<file path="src/rtl/salsa20_stream_cipher_assert.svh">
// Assertion macros for the Salsa20 block
`ifndef SALSA20_STREAM_CIPHER_ASSERT_SVH
`define SALSA20_STREAM_CIPHER_ASSERT_SVH
`ifndef SYNTHESIS
`define S20_ASSERT(label, clk, rst, prop, msg) \
   label: assert property (@(posedge clk) disable iff (rst) (prop)) else $error(msg);
`define S20_ASSERT_RST(label, clk, prop, msg) \
   label: assert property (@(posedge clk) (prop)) else $error(msg);
`else
`define S20_ASSERT(label, clk, rst, prop, msg)
`define S20_ASSERT_RST(label, clk, prop, msg)
`endif
`endif

</file>
<file path="src/rtl/s20_pkg.sv">
`timescale 1ns / 1ps
package s20_pkg;
   localparam int unsigned CfgIdxWidth = 3;
   localparam int unsigned CfgDataWidth = 64;
   localparam logic [CfgIdxWidth-1:0] CFG_KEY01 = 3'd0;
   localparam logic [CfgIdxWidth-1:0] CFG_KEY23 = 3'd1;
   localparam logic [CfgIdxWidth-1:0] CFG_KEY45 = 3'd2;
   localparam logic [CfgIdxWidth-1:0] CFG_KEY67 = 3'd3;
   localparam logic [CfgIdxWidth-1:0] CFG_NONCE = 3'd4;
   localparam logic [CfgIdxWidth-1:0] CFG_LONG  = 3'd5;
   localparam logic [CfgIdxWidth-1:0] CFG_ROUNDS = 3'd6;
   localparam int unsigned QueueDepth = 2;

   typedef logic [15:0][31:0] block_type;

   typedef struct packed {
      logic [7:0] data_byte;
      logic       start_message;
   } item_type;

   typedef struct packed {
      logic [63:0] key01;
      logic [63:0] key23;
      logic [63:0] key45;
      logic [63:0] key67;
      logic [63:0] nonce;
      logic        long_key;
      logic [3:0]  rounds;
   } cfg_type;

   typedef struct packed {
      logic        start;
      logic [63:0] counter;
   } core_req_type;

   function automatic logic [31:0] rotl(input logic [31:0] v, input int unsigned r);
      rotl = (v << r) | (v >> (32 - r));
   endfunction

   function automatic block_type init_block(input cfg_type c, input logic [63:0] ctr);
      block_type b;
      logic [31:0] k0, k1, k2, k3;
      k0 = 32'h61707865;
      k3 = 32'h6b206574;
      k1 = c.long_key ? 32'h3320646e : 32'h3120646e;
      k2 = c.long_key ? 32'h79622d32 : 32'h79622d36;
      b[0] = k0;
      b[1] = c.key01[31:0];
      b[2] = c.key01[63:32];
      b[3] = c.key23[31:0];
      b[4] = c.key23[63:32];
      b[5] = k1;
      b[6] = c.nonce[31:0];
      b[7] = c.nonce[63:32];
      b[8] = ctr[31:0];
      b[9] = ctr[63:32];
      b[10] = k2;
      b[11] = c.long_key ? c.key45[31:0] : c.key01[31:0];
      b[12] = c.long_key ? c.key45[63:32] : c.key01[63:32];
      b[13] = c.long_key ? c.key67[31:0] : c.key23[31:0];
      b[14] = c.long_key ? c.key67[63:32] : c.key23[63:32];
      b[15] = k3;
      init_block = b;
   endfunction
endpackage

</file>
<file path="src/rtl/s20_front.sv">
`timescale 1ns / 1ps
// Accepts items into a short queue
module s20_front #(
   parameter int unsigned Depth = s20_pkg::QueueDepth
) (
   input  logic               clock,
   input  logic               reset,
   input  logic               in_valid,
   output logic               in_ready,
   input  s20_pkg::item_type  in_item,
   output logic               q_valid,
   input  logic               q_pop,
   output s20_pkg::item_type  q_item
);
   `include "salsa20_stream_cipher_assert.svh"

   localparam int unsigned PtrW = (Depth > 1) ? $clog2(Depth) : 1;
   s20_pkg::item_type mem_ff [Depth];
   logic [PtrW-1:0] wp_ff, rp_ff;
   logic [PtrW:0] cnt_ff;
   logic push, pop;

   assign in_ready = (cnt_ff != (PtrW+1)'(Depth));
   assign q_valid = (cnt_ff != '0);
   assign push = in_valid && in_ready;
   assign pop = q_pop && q_valid;
   assign q_item = mem_ff[rp_ff];

   always_ff @(posedge clock) begin
      if (reset) begin
         wp_ff <= '0;
         rp_ff <= '0;
         cnt_ff <= '0;
      end else begin
         if (push) wp_ff <= (wp_ff == PtrW'(Depth-1)) ? '0 : wp_ff + 1'b1;
         if (pop) rp_ff <= (rp_ff == PtrW'(Depth-1)) ? '0 : rp_ff + 1'b1;
         cnt_ff <= cnt_ff + (PtrW+1)'(push) - (PtrW+1)'(pop);
      end
      if (push) mem_ff[wp_ff] <= in_item;
   end

   `S20_ASSERT(a_cnt_range, clock, reset, cnt_ff <= (PtrW+1)'(Depth), "queue overflow")
   `S20_ASSERT(a_cnt_step, clock, reset, (push && !pop) |=> (cnt_ff == $past(cnt_ff) + 1'b1), "count slip")
   `S20_ASSERT(a_pop_nonempty, clock, reset, pop |-> (cnt_ff != '0), "pop when empty")
endmodule

</file>
<file path="config.mk">
export PLATFORM = sky130hd
export DESIGN_NAME = s20_front
export DESIGN_NICKNAME = d
export VERILOG_FILES = /design/src/rtl/s20_pkg.sv /design/src/rtl/s20_front.sv
export VERILOG_INCLUDE_DIRS = /design/src /design/src/rtl
export SDC_FILE = /design/constraint.sdc
export NUM_CORES = 1
export LEC_CHECK = 0
export CAP_MARGIN = 20
export CELL_PAD_IN_SITES_DETAIL_PLACEMENT = 1
export CELL_PAD_IN_SITES_GLOBAL_PLACEMENT = 1
export CORE_UTILIZATION = 25
export CTS_BUF_LIST = sky130_fd_sc_hd__clkbuf_8
export CTS_CLUSTER_SIZE = 14
export DETAILED_ROUTE_END_ITERATION = 10
export DONT_BUFFER_PORTS = 1
export PLACE_DENSITY_LB_ADDON = 0.25
export SLEW_MARGIN = 20
export SYNTH_ARGS = -nofsm -noshare
export SYNTH_HDL_FRONTEND = slang
export SYNTH_SLANG_ARGS = --single-unit
</file>
<file path="constraint.sdc">
create_clock -name clock -period 3 [get_ports clock]
set_input_delay 0 -clock clock [delete_from_list [all_inputs] [get_ports clock]]
set_output_delay 0 -clock clock [all_outputs]
set_load 0.05 [all_outputs]
</file>
# --- Yosys cells after proc, flatten, opt, wreduce, memory -nomap -nowiden ---
# Memories as Yosys holds them, arrays and structs flattened. A register that Yosys moved wholly into a read port is not among the register bits.
# Cells that the tools add are included.
word_totals:
  wordCells: 18
  mem_bits_ro: 0
  output_inout_bits: 11
  input_bits: 13
  latchBits: 0
  mem_bits_rw: 18
  memories: 1
  ff_bits: 4
mem_list:
  columns: ["memory", "words", "width", "read_ports", "rd_clocked_by_memory_dff", "write_ports", "line_no", "rtl"]
  rows:
  - ["mem_ff", 2, 9, 1, 1, 1, "s20_front.sv:18", "s20_pkg::item_type mem_ff [Depth];"]
op_classes:
  eq_ne: 1
  shifts: 0
  bitwise: 0
  muxes: 6
  magnitude_cmp: 0
  reduce_logical: 3
  div_mod_pow: 0
  addsub: 4
  multipliers: 0
op_table:
  columns: ["operator", "count"]
  rows:
  - ["2-to-1 mux 1 bit", 6]
  - ["adder 1 bit (second input constant)", 2]
  - ["adder 2 x 1 -> 2 bit", 1]
  - ["logical AND 1 bit", 2]
  - ["inequality test 2 bit (second input constant)", 1]
  - ["nonzero test 2 bit", 1]
  - ["subtractor 2 x 1 -> 2 bit", 1]

# --- Logic depth before layout (Yosys ltp) ---
logic_depth:
  word_depth: 4
  mapped_depth: 6
  depth_no_buf: 6

# --- Worst setup path before layout ---
# No wires, ideal clock.
synth_path:
  kind: "register to register"
  startpoint: "register cnt_ff[0]"
  endpoint: "register cnt_ff[1]"
  arrival_time_ps: 1513
  synth_period_minus_slack_ps: 1639
  slack_ps: 1361
  setup_time_ps: 126
  stages_incl_launch_ff: 7
  path_buffers: 0
  required_ps: 2874
  cell_sequence: "dfxtp_1 > or2_2 > nor2_1 > a311oi_1 > ha_1 > nor4_1 > nor3_2"
synth_via:
  elab_cells_between_ends: 6
  cone_classes: "add/sub (2); eq/ne (1); reduce/logical (3)"
synth_rtl:
  columns: ["element", "line_no", "rtl"]
  rows:
  - ["start, declared", "s20_front.sv:20", "logic [PtrW:0] cnt_ff;"]
  - ["start signal, assigned", "s20_front.sv:37", "cnt_ff <= cnt_ff + (PtrW+1)'(push) - (PtrW+1)'(pop);"]
  - ["nonzero test 2 bit", "s20_front.sv:24", "assign q_valid = (cnt_ff != '0);"]
  - ["via q_valid", "s20_front.sv:11", "output logic q_valid,"]
  - ["logical AND 1 bit", "s20_front.sv:26", "assign pop = q_pop && q_valid;"]
  - ["subtractor 2 x 1 -> 2 bit", "s20_front.sv:37", null]
# The timed path passes the listed nets, and every way through them passes these cells.
# A chain may end at the register's enable or synchronous reset.

# --- Worst setup path in the final report ---
layout_path:
  startpoint: "register cnt_ff[0]"
  endpoint: "register cnt_ff[1]"
layout_via:
  elab_chain_cells: 4
  elab_cells_between_ends: 6
  cone_classes: "add/sub (2); eq/ne (1); reduce/logical (3)"
layout_rtl:
  columns: ["element", "line_no", "rtl"]
  rows:
  - ["inequality test 2 bit", "s20_front.sv:23", "assign in_ready = (cnt_ff != (PtrW+1)'(Depth));"]
  - ["via in_ready", "s20_front.sv:9", "output logic in_ready,"]
  - ["logical AND 1 bit", "s20_front.sv:25", "assign push = in_valid && in_ready;"]
  - ["adder 2 x 1 -> 2 bit", "s20_front.sv:37", null]
  - ["subtractor 2 x 1 -> 2 bit", "s20_front.sv:37", null]
# The timed path passes the listed nets, and every way through them passes these cells.

==> flow_summary.json <==
{
  "cts_tree": "done",
  "area_growth_pct": 22.8,
  "cts_sinks": 23,
  "clk_pin_slew_ns": 0.08,
  "num_vias": 500,
  "crit_type": "flip-flop to flip-flop",
  "required_ns": 3.14,
  "cp.arrival_ns": 1.91,
  "ir_worst_vdd_mv": 0.262,
  "core_area_um2": 3420,
  "antenna_found_initial": 0,
  "die_area_um2": 3890,
  "clk_path_buf_depth": 2,
  "synth_fp_nets": 69,
  "endpoint_kind": "flip-flop",
  "hold_viol": 0,
  "cp_top_family": "simple AND/OR/NAND/NOR gates",
  "hold_path.class": "primary input to flip-flop",
  "status": "finished clean",
  "wl_per_cell_um": 13.6,
  "ys_ff_latch": 23,
  "post_cts_resized": 0,
  "antennaDiodeCount": 0,
  "htreeDepth": 1,
  "synth-seq-area-share_pct": 70.2,
  "yosysUniqueCellTypes": 22,
  "tightestPinTransition_ns": 0.403,
  "grt_pass1_wl_mm": 2.66,
  "initial_core_util_pct": 26.7,
  "place_hpwl_mm": 1.06,
  "crit_path_max_fanout": 7,
  "power_density_nw_per_um2": 774,
  "syn_area_per_cell_um2": 16.6,
  "drv_cap": 0,
  "layout-drive-gt1-share_pct": 26.1,
  "synth_top_cell_by_area": "edfxtp_1",
  "drc": 0,
  "startpoint_type": "flip-flop",
  "nets": 84,
  "finalSetupViolations": 0,
  "cts-root-buf": "clkbuf_8",
  "period_needed_ns": 1.77,
  "drtIter0Drc": 12,
  "die_width_um": 62.4,
  "grt_max_degree": 13,
  "clock_latency_ns": 0.26,
  "whs_ns": 0.0124,
  "gp_congestion": 0.627,
  "path_buf_inv": 0,
  "drt-total-wl_mm": 1.57,
  "dr.pass1.iters": 3,
  "skew_ns": 0.00235,
  "cp_cell_sequence": "nand2b_2 > a21oi_1 > a311oi_1 > ha_1 > nor4_1 > nor3_2",
  "core.rowCount": 21,
  "power.leakage_nw": 0.382,
  "drv_slew": 0,
  "num-fill-cells": 370,
  "cts_made_buffers": 3,
  "grt_pass1_vias": 550,
  "pre_cts_slack_ns": 1.25,
  "pin_count": 24,
  "yosysTopAreaCellShare_pct": 59.3,
  "fmax_mhz": 565,
  "rsz0062_at_grt": "no",
  "netlist_area_um2": 912,
  "antenna_left": 0,
  "critPathSlowestCell": "dfxtp_1",
  "cpPeakStageDelay_ns": 0.37,
  "place.port_buffers": 0,
  "syn_inst": 55,
  "ys_warn_count": 0,
  "max-slew-margin-rel_pct": 73.1,
  "fin_ws_ns": 1.23,
  "fin_util_pct": 32.8,
  "post-route-period-util_pct": 59.0,
  "die_height_um": 62.4,
  "synth_area_leaders": "edfxtp_1 59%, mux2_2 11%, dfxtp_1 11%",
  "tns_ns": 0,
  "final_design_area_no_fill_um2": 1120,
  "post-cts-setup-buffers": 0,
  "placedInstanceArea_um2": 965,
  "track_usage_pct": 9.07,
  "via_per_inst": 4.35,
  "grt_overflow": 0
}
-- metal layers --
metal | vias up | global-route usage, % | routed length [um]
li1 | 238 | - | -
met2 | 16 | 14.3 | 759
met1 | 244 | 10.6 | 703
met4 | 0 | 5.23 | 17
met3 | 2 | 3.28 | 90
met5 | - | 0 | 0
-- sequential cells by signal (all words and copies together), names as in the netlist, named ones only --
signal	cells
mem_ff	18
wp_ff	1
cnt_ff	2
rp_ff	1
-- logic make-up (layout without fill, tap and decap cells) --
group / after synthesis / in the layout / share of synthesized area [%]
AOI/OAI and AO/OA: 6 / 6 / 4.66
xor gates and xnor gates: 1 / 1 / 0.960
adders and majority gates: 1 / 1 / 1.37
buffers and inverters: 2 / 16 / 0.959
DFF: 23 / 23 / 70.2
muxes: 9 / 9 / 11.1
and+or+nand+nor: 13 / 13 / 10.7
-- cells in the mapped netlist (all sizes together) --
master  count
a21bo       1
a21oi       2
a311oi      1
and3        2
buf         1
dfxtp       5
edfxtp     18
ha          1
inv         1
mux2        9
nand2b      1
nand3b      1
nor2        3
nor2b       2
nor3        1
nor4        1
nor4bb      1
o21ai       1
o31a        1
or2         1
xor2        1
-- worst reg2reg max path, stage by stage, from the launching register on --
cell and delay (ns):
dfxtp_1 0.37, nand2b_2 0.37, a21oi_1 0.22, a311oi_1 0.07, ha_1 0.21, nor4_1 0.35
nor3_2 0.07
-- path summary, 6_finish.rpt --
path	startpoint	to	slack (ns)	depth (start not counted)
hold / removal	q_pop	rp_ff$_SDFFE_PP0P_	0.01	3
hold reg to reg	rp_ff$_SDFFE_PP0P_	rp_ff$_SDFFE_PP0P_	0.52	2
setup reg to reg	cnt_ff[0]$_SDFF_PP0_	cnt_ff[1]$_SDFF_PP0_	1.23	6
setup / recovery	cnt_ff[0]$_SDFF_PP0_	cnt_ff[1]$_SDFF_PP0_	1.23	6
-- final cells by class --
cell class / count / area, um^2 / share of cell area, %
Clock buffer: 3 / 41.3 / 3.69
Clock inverter: 1 / 3.75 / 0.335
Inverter: 1 / 3.75 / 0.335
Multi-Input combinational cell: 30 / 263 / 23.5
Sequential cell: 23 / 641 / 57.2
Tap cell: 46 / 57.6 / 5.14
Timing Repair Buffer: 11 / 110 / 9.83
-- where the power goes --
group | switching [mW] | internal (mW) | leakage, nW | total (mW)
combinational | 0.190 | 0.0775 | 0.146 | 0.268
sequential | 0.0314 | 0.387 | 0.210 | 0.418
clock | 0.0898 | 0.0911 | 0.0269 | 0.181
total | 0.312 | 0.556 | 0.382 | 0.867
-- cells in the final DEF (no fill, tap or decap) --
cell,count
nor2_1,3
or2_2,1
nor4_1,1
and3_4,1
xor2_1,1
nor3_2,1
nand2b_2,1
a21oi_1,2
clkbuf_8,3
o31a_1,1
o21ai_1,1
nand3b_1,1
a21bo_1,1
mux2_2,9
nor2b_1,2
edfxtp_1,18
dlygate4sd3_1,11
nor4bb_2,1
a311oi_1,1
and3_2,1
dfxtp_1,5
inv_1,2
ha_1,1
-- metrics by stage --
step | std cells | power [mW]
after floorplan | 55 | 0.655
after global placement | 100 | 0.678
after detailed placement | 100 | 0.680
after CTS | 115 | 0.882
after global routing | 115 | 0.912
final | 115 | 0.867
-- timing repair --
item	4_1_cts	5_1_grt
hold buffers	11	0
setup endpoints to repair	0	0
endpoints found under the hold margin	23	0
(Power assumes the default switching activity.)
